### config.mk
export PLATFORM = sky130hd
export DESIGN_NAME = command_frame_builder
export DESIGN_NICKNAME = d
export VERILOG_FILES = /design/src/hdl/cfb_pkg.sv /design/src/hdl/command_frame_builder.sv /design/src/hdl/cfb_front.sv /design/src/hdl/cfb_queue.sv /design/src/hdl/cfb_back.sv
export SDC_FILE = /design/constraint.sdc
export NUM_CORES = 1
export LEC_CHECK = 0
export BUFFER_PORTS_ARGS = -buffer_cell sky130_fd_sc_hd__buf_2
export CORE_MARGIN = 2
export CORE_UTILIZATION = 28
export CTS_CLUSTER_DIAMETER = 120
export DETAILED_ROUTE_END_ITERATION = 8
export GPL_TIMING_DRIVEN = 0
export RECOVER_POWER = 50
export SYNTH_ARGS = -nofsm -noshare
export SYNTH_HDL_FRONTEND = slang
export SYNTH_SLANG_ARGS = --single-unit
### constraint.sdc
create_clock -name aclk -period 6.8 [get_ports aclk]
set_clock_uncertainty 0.05 [all_clocks]
set_input_delay 0.68 -clock aclk [delete_from_list [all_inputs] [get_ports aclk]]
set_output_delay 0.68 -clock aclk [all_outputs]
set_load 0.02 [all_outputs]
### src/hdl/cfb_pkg.sv
// Shared types and constants for the command frame builder.
// No dependencies; every other file in hdl/ refers to this package by scoped names.
`timescale 1ns / 1ps
`default_nettype none

package cfb_pkg;

    localparam int MAX_DATA_BYTES = 4090;
    localparam int SEEN_W         = 13;
    localparam int SEEN_MAX       = 8191;
    localparam int HDR_BYTES      = 3;
    localparam int GROUP_BYTES    = 4;
    localparam int QUEUE_DEPTH    = 4;
    localparam int QPTR_W         = $clog2(QUEUE_DEPTH);

    localparam logic [7:0] PREFIX_BYTE = 8'h01;

    typedef enum logic [1:0] {
        STAT_GOOD     = 2'd0,
        STAT_SHORT    = 2'd1,
        STAT_LEN_BIG  = 2'd2,
        STAT_TOO_LONG = 2'd3
    } status_t;

    typedef struct packed {
        logic [7:0] in_byte;
        logic       in_last;
    } in_t;

    typedef struct packed {
        logic [7:0] out_byte;
        logic       is_status;
        status_t    status;
        logic       out_last;
    } out_t;

    // One classified command byte, passed from the front end to the back end.
    typedef struct packed {
        logic        push;
        logic [7:0]  data_byte;
        logic        last;
        status_t     stat;
        logic [15:0] sum;
    } cmd_t;

endpackage

`default_nettype wire

### src/hdl/command_frame_builder.sv
// Command frame builder top level: front end, request queue, back end.
// Depends on cfb_pkg, cfb_front, cfb_queue and cfb_back.
//
// Usage:
//   s_* : one command byte per request (type, length hi, length lo, data...),
//         in_last set on the final byte of the command.
//   m_* : frame bytes (prefix 1, header, data, checksum hi/lo, zero pad),
//         emitted in 4-byte groups with each group byte-reversed, then one
//         status request (is_status=1, out_last=1). Nonzero status = drop frame.
// Throughput: one input request per cycle while the queue is not full; output
//   at most one request per cycle. After a last byte the back end pushes the
//   two checksum bytes and up to three pad bytes, then waits for the last group
//   to drain before the status request; the 4-entry queue takes input meanwhile.
// Output path: the request that fills a group is written to the queue, moved
//   into the drain register, then its first byte goes to the output register.
// Reset (aresetn low, synchronous): queue empty, counters cleared, group
//   buffer holds the prefix byte, no output valid.
// Receiver stall: the output register holds; the back end stops draining,
//   the queue fills, and s_ready drops once the queue (4 entries) is full.
`timescale 1ns / 1ps
`default_nettype none

module command_frame_builder #(
    parameter int MAX_DATA_BYTES = cfb_pkg::MAX_DATA_BYTES
) (
    input  wire logic       aclk,
    input  wire logic       aresetn,
    input  wire logic       s_valid,
    output logic            s_ready,
    input  cfb_pkg::in_t    s_data,
    output logic            m_valid,
    input  wire logic       m_ready,
    output cfb_pkg::out_t   m_data
);

    cfb_pkg::cmd_t q_wdata;
    cfb_pkg::cmd_t q_rdata;
    logic          q_wr;
    logic          q_rd;
    logic          q_full;
    logic          q_empty;

    // classify each command byte: push or drop, checksum, final status
    cfb_front #(
        .MAX_DATA_BYTES (MAX_DATA_BYTES)
    ) u_front (
        .aclk    (aclk),
        .aresetn (aresetn),
        .s_valid (s_valid),
        .s_ready (s_ready),
        .s_data  (s_data),
        .q_wr    (q_wr),
        .q_data  (q_wdata),
        .q_full  (q_full)
    );

    // decouples input acceptance from output stalls
    cfb_queue u_queue (
        .aclk    (aclk),
        .aresetn (aresetn),
        .wr      (q_wr),
        .wdata   (q_wdata),
        .full    (q_full),
        .rd      (q_rd),
        .rdata   (q_rdata),
        .empty   (q_empty)
    );

    // group packing, reversal, trailer and status
    cfb_back u_back (
        .aclk    (aclk),
        .aresetn (aresetn),
        .q_empty (q_empty),
        .q_data  (q_rdata),
        .q_rd    (q_rd),
        .m_valid (m_valid),
        .m_ready (m_ready),
        .m_data  (m_data)
    );

endmodule

`default_nettype wire

### src/hdl/cfb_front.sv
// Front end: accepts command bytes, tracks header, length, checksum and errors.
// Depends on cfb_pkg; writes classified bytes into cfb_queue.
`timescale 1ns / 1ps
`default_nettype none

module cfb_front #(
    parameter int MAX_DATA_BYTES = cfb_pkg::MAX_DATA_BYTES
) (
    input  wire logic          aclk,
    input  wire logic          aresetn,
    input  wire logic          s_valid,
    output logic               s_ready,
    input  cfb_pkg::in_t       s_data,
    output logic               q_wr,
    output cfb_pkg::cmd_t      q_data,
    input  wire logic          q_full
);

    logic [cfb_pkg::SEEN_W-1:0] seen_reg, seen_next;
    logic [15:0]                decl_reg, decl_next;
    logic [15:0]                sum_reg, sum_next;
    cfb_pkg::status_t           err_reg, err_next;
    logic                       push;
    cfb_pkg::status_t           stat;
    logic                       accept;

    assign s_ready = !q_full;
    assign accept  = s_valid && s_ready;
    assign q_wr    = accept;

    always_comb begin
        seen_next = (seen_reg < cfb_pkg::SEEN_W'(cfb_pkg::SEEN_MAX))
                  ? seen_reg + cfb_pkg::SEEN_W'(1) : seen_reg;
        err_next  = err_reg;
        if (seen_next > cfb_pkg::SEEN_W'(MAX_DATA_BYTES + cfb_pkg::HDR_BYTES)) begin
            err_next = cfb_pkg::STAT_TOO_LONG;
        end
        decl_next = decl_reg;
        push      = 1'b0;
        if (err_next == cfb_pkg::STAT_GOOD) begin
            if (seen_reg < cfb_pkg::SEEN_W'(cfb_pkg::HDR_BYTES)) begin
                push = 1'b1;
                if (seen_reg == cfb_pkg::SEEN_W'(1)) begin
                    decl_next = {s_data.in_byte, 8'h00};
                end else if (seen_reg == cfb_pkg::SEEN_W'(2)) begin
                    decl_next = {decl_reg[15:8], s_data.in_byte};
                    if (decl_next > 16'(MAX_DATA_BYTES)) begin
                        err_next = cfb_pkg::STAT_LEN_BIG;
                    end
                end
            end else if (16'(seen_reg - cfb_pkg::SEEN_W'(cfb_pkg::HDR_BYTES)) < decl_reg) begin
                push = 1'b1;
            end
        end
        sum_next = sum_reg + (push ? {8'h00, s_data.in_byte} : 16'h0000);

        // status ranking: too long, fewer than 3 bytes, length too big, missing data
        if (err_next == cfb_pkg::STAT_TOO_LONG) begin
            stat = cfb_pkg::STAT_TOO_LONG;
        end else if (seen_next < cfb_pkg::SEEN_W'(cfb_pkg::HDR_BYTES)) begin
            stat = cfb_pkg::STAT_SHORT;
        end else if (err_next == cfb_pkg::STAT_LEN_BIG) begin
            stat = cfb_pkg::STAT_LEN_BIG;
        end else if (17'(seen_next) < ({1'b0, decl_next} + 17'(cfb_pkg::HDR_BYTES))) begin
            stat = cfb_pkg::STAT_SHORT;
        end else begin
            stat = cfb_pkg::STAT_GOOD;
        end

        q_data.push      = push;
        q_data.data_byte = s_data.in_byte;
        q_data.last      = s_data.in_last;
        q_data.stat      = stat;
        q_data.sum       = sum_next;
    end

    always_ff @(posedge aclk) begin
        if (!aresetn) begin
            seen_reg <= '0;
            decl_reg <= '0;
            sum_reg  <= 16'(cfb_pkg::PREFIX_BYTE);
            err_reg  <= cfb_pkg::STAT_GOOD;
        end else if (accept) begin
            if (s_data.in_last) begin
                seen_reg <= '0;
                decl_reg <= '0;
                sum_reg  <= 16'(cfb_pkg::PREFIX_BYTE);
                err_reg  <= cfb_pkg::STAT_GOOD;
            end else begin
                seen_reg <= seen_next;
                decl_reg <= decl_next;
                sum_reg  <= sum_next;
                err_reg  <= err_next;
            end
        end
    end

endmodule

`default_nettype wire

### src/hdl/cfb_queue.sv
// Small FIFO of classified command bytes between front and back end.
// Depends on cfb_pkg for the entry type and depth.
`timescale 1ns / 1ps
`default_nettype none

module cfb_queue (
    input  wire logic          aclk,
    input  wire logic          aresetn,
    input  wire logic          wr,
    input  cfb_pkg::cmd_t      wdata,
    output logic               full,
    input  wire logic          rd,
    output cfb_pkg::cmd_t      rdata,
    output logic               empty
);

    cfb_pkg::cmd_t               mem_reg [cfb_pkg::QUEUE_DEPTH];
    logic [cfb_pkg::QPTR_W-1:0]  wptr_reg, rptr_reg;
    logic [cfb_pkg::QPTR_W:0]    cnt_reg;
    logic                        do_wr, do_rd;

    assign full  = (cnt_reg == (cfb_pkg::QPTR_W + 1)'(cfb_pkg::QUEUE_DEPTH));
    assign empty = (cnt_reg == '0);
    assign do_wr = wr && !full;
    assign do_rd = rd && !empty;
    assign rdata = mem_reg[rptr_reg];

    always_ff @(posedge aclk) begin
        if (do_wr) begin
            mem_reg[wptr_reg] <= wdata;
        end
    end

    always_ff @(posedge aclk) begin
        if (!aresetn) begin
            wptr_reg <= '0;
            rptr_reg <= '0;
            cnt_reg  <= '0;
        end else begin
            if (do_wr) begin
                wptr_reg <= wptr_reg + cfb_pkg::QPTR_W'(1);
            end
            if (do_rd) begin
                rptr_reg <= rptr_reg + cfb_pkg::QPTR_W'(1);
            end
            if (do_wr && !do_rd) begin
                cnt_reg <= cnt_reg + (cfb_pkg::QPTR_W + 1)'(1);
            end else if (do_rd && !do_wr) begin
                cnt_reg <= cnt_reg - (cfb_pkg::QPTR_W + 1)'(1);
            end
        end
    end

endmodule

`default_nettype wire

### src/hdl/cfb_back.sv
// Back end: packs bytes into 4-byte groups, appends checksum, padding and status,
// and drains each group byte-reversed into the output register. Depends on cfb_pkg.
`timescale 1ns / 1ps
`default_nettype none

module cfb_back (
    input  wire logic          aclk,
    input  wire logic          aresetn,
    input  wire logic          q_empty,
    input  cfb_pkg::cmd_t      q_data,
    output logic               q_rd,
    output logic               m_valid,
    input  wire logic          m_ready,
    output cfb_pkg::out_t      m_data
);

    typedef enum logic [4:0] {
        BK_DATA = 5'b00001,
        BK_HI   = 5'b00010,
        BK_LO   = 5'b00100,
        BK_PAD  = 5'b01000,
        BK_STAT = 5'b10000
    } bk_state_t;

    bk_state_t         st_reg, st_next;
    logic [7:0]        grp_reg [cfb_pkg::GROUP_BYTES];
    logic [1:0]        fill_reg;
    logic [7:0]        drn_reg [cfb_pkg::GROUP_BYTES];
    logic [2:0]        drn_left_reg;
    logic [15:0]       sum_reg;
    cfb_pkg::status_t  stat_reg;
    logic              m_valid_reg;
    cfb_pkg::out_t     m_data_reg;

    logic              out_load, drn_emit, drn_ok, push_ok;
    logic              push_en, stat_emit, grp_done;
    logic [7:0]        push_byte;
    logic [1:0]        drn_idx;

    assign out_load = !m_valid_reg || m_ready;
    assign drn_emit = (drn_left_reg != 3'd0) && out_load;
    // drain frees up this cycle: empty, or its last byte is going out now
    assign drn_ok   = (drn_left_reg == 3'd0) || ((drn_left_reg == 3'd1) && out_load);
    assign push_ok  = (fill_reg != 2'd3) || drn_ok;
    assign drn_idx  = 2'(drn_left_reg - 3'd1);
    assign grp_done = push_en && (fill_reg == 2'd3);

    always_comb begin
        st_next   = st_reg;
        q_rd      = 1'b0;
        push_en   = 1'b0;
        push_byte = 8'h00;
        stat_emit = 1'b0;
        case (st_reg)
            BK_DATA: begin
                if (!q_empty && (!q_data.push || push_ok)) begin
                    q_rd      = 1'b1;
                    push_en   = q_data.push;
                    push_byte = q_data.data_byte;
                    if (q_data.last) begin
                        st_next = (q_data.stat == cfb_pkg::STAT_GOOD) ? BK_HI : BK_STAT;
                    end
                end
            end
            BK_HI: begin
                if (push_ok) begin
                    push_en   = 1'b1;
                    push_byte = sum_reg[15:8];
                    st_next   = BK_LO;
                end
            end
            BK_LO: begin
                if (push_ok) begin
                    push_en   = 1'b1;
                    push_byte = sum_reg[7:0];
                    st_next   = (fill_reg == 2'd3) ? BK_STAT : BK_PAD;
                end
            end
            BK_PAD: begin
                if (push_ok) begin
                    push_en = 1'b1;
                    if (fill_reg == 2'd3) begin
                        st_next = BK_STAT;
                    end
                end
            end
            BK_STAT: begin
                if ((drn_left_reg == 3'd0) && out_load) begin
                    stat_emit = 1'b1;
                    st_next   = BK_DATA;
                end
            end
            default: begin
                st_next = BK_DATA;
            end
        endcase
    end

    always_ff @(posedge aclk) begin
        if (!aresetn) begin
            st_reg       <= BK_DATA;
            fill_reg     <= 2'd1;
            drn_left_reg <= 3'd0;
            m_valid_reg  <= 1'b0;
            grp_reg[0]   <= cfb_pkg::PREFIX_BYTE;
        end else begin
            st_reg <= st_next;
            if (stat_emit) begin
                grp_reg[0] <= cfb_pkg::PREFIX_BYTE;
                fill_reg   <= 2'd1;
            end else if (push_en) begin
                grp_reg[fill_reg] <= push_byte;
                fill_reg          <= fill_reg + 2'd1;
            end
            if (grp_done) begin
                drn_left_reg <= 3'(cfb_pkg::GROUP_BYTES);
            end else if (drn_emit) begin
                drn_left_reg <= drn_left_reg - 3'd1;
            end
            if (out_load) begin
                m_valid_reg <= drn_emit || stat_emit;
            end
        end
    end

    // payload registers
    always_ff @(posedge aclk) begin
        if (grp_done) begin
            drn_reg[0] <= grp_reg[0];
            drn_reg[1] <= grp_reg[1];
            drn_reg[2] <= grp_reg[2];
            drn_reg[3] <= push_byte;
        end
        if (q_rd && q_data.last) begin
            sum_reg  <= q_data.sum;
            stat_reg <= q_data.stat;
        end
        if (out_load) begin
            if (drn_emit) begin
                m_data_reg.out_byte  <= drn_reg[drn_idx];
                m_data_reg.is_status <= 1'b0;
                m_data_reg.status    <= cfb_pkg::STAT_GOOD;
                m_data_reg.out_last  <= 1'b0;
            end else begin
                m_data_reg.out_byte  <= 8'h00;
                m_data_reg.is_status <= 1'b1;
                m_data_reg.status    <= stat_reg;
                m_data_reg.out_last  <= 1'b1;
            end
        end
    end

    assign m_valid = m_valid_reg;
    assign m_data  = m_data_reg;

endmodule

`default_nettype wire

==> reports/metrics.csv, run 1 <==
metric,value,unit
initial_core_util,28.2,%
synthArstFlopShare,0,%
syn_inst,994,
synth.largest_area_cell,edfxtp_1,
cp.arrival,6580,ps
drive_above_1_share,9.17,%
powerDensity,327,nW/um2
synthAdderAreaFrac,5.16,%
postCtsSetupBuffers,0,
rsz0062_at_grt,no,
io_pins,27,
largest_reg_flops,112,
fin_setup_tns,0,ps
stdcell_count,1661,
fin_crit,6350,ps
critical_path.most_common_cell,o21ai_0,
n_antenna_cell,0,
grt_pass1_wl,45000,um
synth_compound_area_share,10.4,%
overflow,0,
gp_routability_congestion,0.861,
slew_headroom,0.428,%
dp_cells,1612,
syn-num-nets,1057,
core,43900,um2
final-max-slew-violation-count,0,
synth_cell_type_count,67,
crit_path_end_kind,register,
total_power,4.61,mW
ys_seq_elements,264,
final-setup-viol-count,0,
insertion_delay,550,ps
cp_slowest_stage_delay,510,ps
final_util,32.1,%
synthMuxAreaShare,7.28,%
clockBufferDepth,3,
worstPathCellList,buf_2 > or4_4 > buf_6 > or4_4 > buf_6 > nor2_1 > ha_1 > a21o_1 > a21o_1 > a21oi_1 > o21ai_0 > o21ai_0 > and3_2 > and2_1 > ha_1 > inv_1 > fa_1 > nor2b_1 > o21ai_0 > a21boi_0 > o21ai_0 > a2111oi_4 > nand3_1 > xnor2_2,
yosys.area_share.simple,12.4,%
synth_warnings,0,
fp.dieArea,46000,um2
fmax,0.157,GHz
placed_cell_area,13300,um2
drt_iter0_markers,556,
placement_rows,77,
synth_seq_area_share,58.5,%
die_x,214,um
detailed_place_hpwl,20000,um
maxCapViolCount,0,
vias,8188,
path_max_fanout,13,
slowest_stage,or4_4,
area_growth,13.7,%
final_nets,1111,
grt_use_total,12.3,%
synth_edf_count,197,
grt_max_degree,33,
htree_levels,1,
period_share,93.4,%
stdcell_area,14100,um2
antenna_found_initial,0,
hold_path.class,register to register,
clkTransAtPathRegs,60,ps
firstDrtPassIters,5,
syn_avg_cell_area,12.5,um2
wl,28400,um
synth_top_family_by_area,simple AND/OR/NAND/NOR gates,
vias_per_cell,4.93,
status,finished clean,
start_kind,register,
drc_errors,0,
wl_per_cell,17.1,um
synth_area,12400,um2
fillers,4460,
worst_pin_slew,1490,ps
ant_nets,0,
power.leakage,4.84,nW
cts_root_buf,clkbuf_16,
first_global_vias,8064,
ys.flop_type,edfxtp_1,
yosys-top-cells-area,"edfxtp_1 (48%), dfxtp_1 (11%), mux4_2 (6.5%), ha_1 (4.8%), nor2_1 (2.8%)",
critical_path_class,register to register,
synth_xor_area_share,2.90,%
cts_sinks,264,
synth_top_area_share,47.7,%
cts_buffers,27,
final-hold-violation-count,0,
cp.required,7030,ps
cts_tree,done,
io_buffers,25,
ir_drop,0.195,mV
die_y,214,um
metrics by stage:
| stage | setup WS [ps] | hold WS [ps] |
|---|---|---|
| floorplan | 958 | 350 |
| global placement | -370 | 350 |
| detailed placement | -457 | 355 |
| CTS | 45.4 | 370 |
| global route | 20.1 | 377 |
| finish | 446 | 367 |
worst paths after layout:
kind         depth (start not counted)  slack [ps]                                to                        startpoint
max                                 24         450  u_queue.mem_reg[0][14]$_DFFE_PP_  u_front.seen_reg[4]$_SDFFE_PN0P_
min                                  0         370    u_back.drn_reg[1][3]$_DFFE_PP_    u_back.grp_reg[1][3]$_DFFE_PP_
max reg2reg                         24         450  u_queue.mem_reg[0][14]$_DFFE_PP_  u_front.seen_reg[4]$_SDFFE_PN0P_
min reg2reg                          0         370    u_back.drn_reg[1][3]$_DFFE_PP_    u_back.grp_reg[1][3]$_DFFE_PP_
synth_stat cells (all sizes together) (12+ instances only):
master  number
nand4       12
edfxtp     197
buf         14
o21ai       39
xnor2       21
nor2        93
dfxtp       67
nor3        21
and3        28
nand2       49
inv         52
ha          48
clkbuf      37
nand3       27
xor2        20
mux4        36
and2        18
a21oi       31
a22oi       44
power by group:
part           total, mW  internal [mW]  switching, mW
clock               1.42          0.809          0.614
sequential          2.13           2.05         0.0730
combinational       1.06          0.404          0.655
total               4.61           3.27           1.34
critical path: cells and delay by family, from the launching register on:
family,cells,cell delay [ps]
simple gates,7,2190
compound gates,9,1900
fa+ha+maj,3,870
buf+inv,4,540
flops,1,290
xor+xnor,1,230
metal layers:
metal	GRT usage [%]	up-vias	part of all wire [%]
met4	2.94	0	2.1
met1	16.7	4052	47
met5	0	-	0
met2	20.3	216	46
met3	2.10	49	4.9
li1	-	3871	-
area by class of cell:
cell class	count	area (um2)	share of cell area [%]
repair buffers	26	104	0.736
multi-input cells	627	4750	33.7
clock buffers	33	698	4.95
inverters	52	195	1.38
plain buffers	50	219	1.55
flip-flops and latches	264	7260	51.4
clock inverters	17	145	1.03
well taps	592	741	5.25
cells in the final DEF (no fill, tap or decap), drive strengths merged, types with 11 or more instances in the layout:
| cell type | count |
|---|---|
| edfxtp | 197 |
| clkbuf | 95 |
| nor2 | 93 |
| dfxtp | 67 |
| inv | 54 |
| nand2 | 49 |
| ha | 48 |
| a22oi | 44 |
| o21ai | 39 |
| mux4 | 36 |
| a21oi | 31 |
| and3 | 28 |
| nand3 | 27 |
| nor3 | 21 |
| xnor2 | 21 |
| xor2 | 20 |
| and2 | 18 |
| buf | 14 |
| nand4 | 12 |
| clkinv | 12 |
| or3 | 11 |
| nor4 | 11 |
timing repair:
item	4_1_cts	5_1_grt
hold buffers	0	0
gates resized for setup	2	3
endpoints found under the setup margin	10	25
logic make-up (layout without fill, tap and decap cells):
family,Yosys count,in the layout
XOR/XNOR,41,41
adder cells (fa/ha/maj),50,50
AO/OA/AOI/OAI,190,190
AND/OR/NAND/NOR,301,301
buffers and inverters,103,178
flip-flops,264,264
multiplexers,45,45
Note: power is estimated with default switching activity, not from simulation.
==> inputs of run 2 (changes only) <==
- CORE_UTILIZATION: 28 -> 38
- RECOVER_POWER: 50 -> not set
==> reports/metrics.csv, run 2 (synthesis gave the netlist of run 1 again) <==
metric,value,unit
grt_max_degree,33,
hold_path.class,register to register,
cts_buffers,28,
core,32400,um2
slew_headroom,23.9,%
io_pins,27,
insertion_delay,560,ps
placement_rows,66,
first_global_vias,7812,
grt_use_total,16.4,%
ir_drop,0.201,mV
path_max_fanout,13,
placed_cell_area,13100,um2
reg2regPathDepth,24,
rsz0062_at_grt,no,
worst_r2r_startpoint,u_front.seen_reg[4]$_SDFFE_PN0P_,
power.leakage,5.01,nW
swShare,27.6,%
cts_sinks,264,
holdPathStages,0,
die_y,185,um
io_buffers,25,
wl,27400,um
drc_errors,0,
wl_per_cell,18.1,um
clockBufferDepth,3,
final-max-slew-violation-count,0,
p_seq_share,43.7,%
cp.arrival,6450,ps
die_x,185,um
final_nets,1113,
maxCapViolCount,0,
fmax,0.161,GHz
reg2reg_slack,590,ps
cts_tree,done,
largest_reg_flops,112,
final-hold-violation-count,0,
detailed_place_hpwl,19700,um
fin_crit,6210,ps
cp.required,7040,ps
p_clk_share,34.3,%
clkTransAtPathRegs,60,ps
vias_per_cell,5.32,
final_cell_mix,"edfxtp_1 (197), nor2_1 (91), dfxtp_1 (67)",
ant_nets,0,
setup_ws,590,ps
area_growth,14.2,%
period_share,91.3,%
drive_above_1_share,12.9,%
drt_iter0_markers,754,
status,finished clean,
critical_path_class,register to register,
power_switching,1.34,mW
stdcell_area,14200,um2
hp-start,u_back.grp_reg[1][7]$_DFFE_PP_,
vias,8058,
worst_pin_slew,1140,ps
overflow,0,
dp_slack,-494,ps
grt_pass1_wl,43500,um
fp.dieArea,34100,um2
powerDensity,343,nW/um2
n_antenna_cell,0,
cts_root_buf,clkbuf_16,
start_kind,register,
firstDrtPassIters,5,
startpoint,u_front.seen_reg[4]$_SDFFE_PN0P_,
antenna_found_initial,0,
comb_power_share,21.9,%
initial_core_util,38.3,%
final-setup-viol-count,0,
final_common_cell,edfxtp_1,
crit_path_end_kind,register,
gp_routability_congestion,0.914,
htree_levels,1,
fillers,3012,
r2r_end,u_queue.mem_reg[1][14]$_DFFE_PP_,
ctsHoldBuffers,0,
hold_end,u_back.drn_reg[1][7]$_DFFE_PP_,
intPower,3.52,mW
## run 2: cell count changes in the layout (fill, tap and decap cells not counted), sizes merged
cell      change
buf          +27
bufinv        +5
clkbuf       -24
clkinv        -4
clkinvlp      +1
inv           -2
## run 2: timing repair
item	in CTS	in global routing
gates cloned	0	0
setup buffers	0	0
endpoints found under the setup margin	5	12
gates resized for setup	2	2
## run 2: routing by layer
layer  up-vias  GRT usage (%)  part of all wire, %
li1       3880              -                    -
met1      3949           22.4                   45
met2       193           27.6                   47
met3        36           2.61                  5.4
met4         0           3.90                  1.9
met5         -              0                    0
## run 2: critical path, stage by stage (launching register included)
cell and delay, ps:
dfxtp_1 290, buf_2 170, or4_4 490, buf_6 160, or4_4 510, buf_6 150, nor2_1 190, ha_1 290
a21o_1 160, a21o_1 160, a21oi_1 120, o21ai_0 100, o21ai_0 140, and3_2 380, and2_1 180, ha_1 170
inv_1 60, fa_1 400, nor2b_1 120, o21ai_0 100, a21boi_0 230, o21ai_0 200, a2111oi_2 570, nand3_1 300
xnor2_2 250
## run 2: layout make-up
cell class,count,area (um2),area share [%]
repair buffers,27,155,1.10
multi-input cells,627,4750,33.5
plain buffers,50,219,1.55
flip-flops and latches,264,7260,51.2
clock inverters,17,290,2.05
well taps,442,553,3.90
clock buffers,35,747,5.27
inverters,52,195,1.38
## run 2: how the worst max path moves through the flow
| stage | endpoint | depth (start not counted) |
|---|---|---|
| final | u_queue.mem_reg[1][14]$_DFFE_PP_ | 24 |
| after floorplan | u_queue.mem_reg[0][14]$_DFFE_PP_ | 25 |
| after global placement | u_queue.mem_reg[0][14]$_DFFE_PP_ | 26 |
| after CTS | u_queue.mem_reg[0][14]$_DFFE_PP_ | 25 |
| after global routing | u_queue.mem_reg[0][14]$_DFFE_PP_ | 25 |
| after detailed placement | u_queue.mem_reg[0][14]$_DFFE_PP_ | 25 |
## run 2: power by group through the flow
stage               Clock (mW)  Combinational [mW]  Sequential [mW]
finish                    1.67                1.07             2.13
global route              1.77                1.19             2.15
CTS                       1.71                1.09             2.13
detailed placement           0                1.08             2.16
global placement             0                1.05             2.16
floorplan                    0               0.732             2.18
## run 2: metrics by stage
step | setup TNS, ps | total power, mW | utilization (%) | hold WS (ps) | std cells
5_1_grt | 0 | 5.11 | 43.8 | 372 | 1514
3_3_place_gp | -1100 | 3.21 | 40.4 | 354 | 1461
2_1_floorplan | 0 | 2.91 | - | 350 | 994
3_5_place_dp | -2180 | 3.24 | 40.5 | 355 | 1463
4_1_cts | 0 | 4.92 | 43.7 | 370 | 1515
6_report | 0 | 4.86 | 43.8 | 369 | 1514
==> inputs of run 3 (changes only) <==
- CORE_UTILIZATION: 38 -> 56
- PLACE_DENSITY: not set -> 0.72
==> reports/metrics.csv, run 3 (synthesis gave the netlist of run 1 again) <==
metric,value,unit
holdWs,367,ps
final_cell_mix,"edfxtp_1 (197), nor2_1 (91), dfxtp_1 (67)",
area_growth,11.9,%
fillers,1641,
n_antenna_cell,0,
start_kind,register,
drc_errors,0,
cp.required,7100,ps
worstPathCellList,buf_2 > or4_4 > buf_6 > or4_4 > buf_6 > nor2_1 > ha_1 > a21o_1 > a21o_1 > a21oi_1 > o21ai_0 > o21ai_0 > and3_2 > and2_1 > ha_1 > inv_1 > fa_1 > nor2b_1 > o21ai_0 > a21boi_0 > o21ai_0 > a2111oi_2 > nand3_1 > xnor2_2,
path_max_fanout,13,
drive_above_1_share,12.8,%
period_share,94.7,%
power.leakage,4.97,nW
grt_use_total,23.0,%
status,finished clean,
ctsHoldBuffers,0,
fin_crit,6440,ps
fmax,0.155,GHz
grt_pass1_wl,42700,um
clockBufferDepth,3,
critical_path.most_common_cell,o21ai_0,
slowest_stage,a2111oi_2,
die_x,153,um
detailed_place_hpwl,18900,um
maxCapViolCount,0,
cp_slowest_stage_delay,550,ps
firstDrtPassIters,5,
cp.arrival,6730,ps
drt_iter0_markers,817,
powerDensity,342,nW/um2
wl_per_cell,19.8,um
stdcell_count,1349,
rsz0062_at_grt,no,
wl,26700,um
largest_reg_flops,112,
ir_drop,0.231,mV
final-max-slew-violation-count,0,
clkTransAtPathRegs,60,ps
cts_tree,done,
postCtsResizedCells,2,
ant_nets,0,
placement_rows,54,
postCtsSetupBuffers,0,
final_nets,1111,
core,21800,um2
slew_headroom,28.8,%
critical_path_class,register to register,
grt_max_degree,33,
gp_routability_congestion,0.929,
final-setup-viol-count,0,
fp.dieArea,23400,um2
initial_core_util,57.0,%
multi_input_area,4750,um2
cts_root_buf,clkbuf_16,
htree_levels,1,
crit_path_end_kind,register,
cts_sinks,264,
final-hold-violation-count,0,
hold_path.class,register to register,
insertion_delay,540,ps
io_buffers,25,
final_common_cell,edfxtp_1,
io_pins,27,
dp_cells,1300,
overflow,0,
vias,8127,
reg2reg_slack,360,ps
first_global_vias,7907,
vias_per_cell,6.02,
worst_pin_slew,1070,ps
antenna_found_initial,0,
cts_buffers,27,
regArea,7260,um2
die_y,153,um
[run 3: cell count changes in the layout (fill, tap and decap cells not counted), sizes merged]
| cell | delta |
|---|---|
| clkbuf | -5 |
| bufinv | -2 |
| clkinvlp | +2 |
| inv | +2 |
| buf | -1 |
| clkinv | +1 |
[run 3: layout make-up]
type | count | area share, %
flip-flops and latches | 264 | 52.3
multi-input cells | 627 | 34.2
clock buffers | 30 | 5.02
well taps | 280 | 2.52
clock inverters | 20 | 1.89
plain buffers | 50 | 1.58
inverters | 52 | 1.41
repair buffers | 26 | 1.10
[run 3: metal layers]
layer | global-route usage, % | vias up | share of wire (%) | wire, um
li1 | - | 3866 | - | -
met1 | 31.3 | 3955 | 43 | 11500
met2 | 39.0 | 262 | 48 | 12900
met3 | 3.97 | 44 | 6.7 | 1780
met4 | 5.69 | 0 | 2.0 | 544
met5 | 0 | - | 0 | 0
[run 3: worst paths after layout]
| kind | depth (start not counted) | end | start |
|---|---|---|---|
| max | 24 | u_queue.mem_reg[0][14]$_DFFE_PP_ | u_front.seen_reg[4]$_SDFFE_PN0P_ |
| min | 0 | u_back.drn_reg[0][2]$_DFFE_PP_ | u_back.grp_reg[0][2]$_DFFE_PP_ |
| max reg2reg | 24 | u_queue.mem_reg[0][14]$_DFFE_PP_ | u_front.seen_reg[4]$_SDFFE_PN0P_ |
| min reg2reg | 0 | u_back.drn_reg[0][2]$_DFFE_PP_ | u_back.grp_reg[0][2]$_DFFE_PP_ |
[run 3: stage by stage]
step	power [mW]	worst slack [ps]	util (%)	instance area, um2	TNS (ps)
after floorplan	2.91	958	-	12400	0
after global routing	4.97	90.1	63.8	13900	0
after CTS	4.79	130	63.8	13900	0
after detailed placement	3.22	-448	59.3	12900	-2070
final	4.75	362	63.8	13900	0
after global placement	3.18	-251	59.2	12900	-1010
[run 3: worst max-delay path: cells and delay by family, from the launching register on]
kind	cells	cell delay, ps
flops	1	300
xor+xnor	1	340
buf+inv	4	540
fa+ha+maj	3	920
compound gates	9	1860
simple gates	7	2230
[run 3: power by group]
group | internal [mW] | total (mW) | switching, mW | leakage, nW
Combinational | 0.416 | 1.06 | 0.642 | 2.12
Sequential | 2.05 | 2.13 | 0.0753 | 2.39
Clock | 0.939 | 1.56 | 0.623 | 0.456
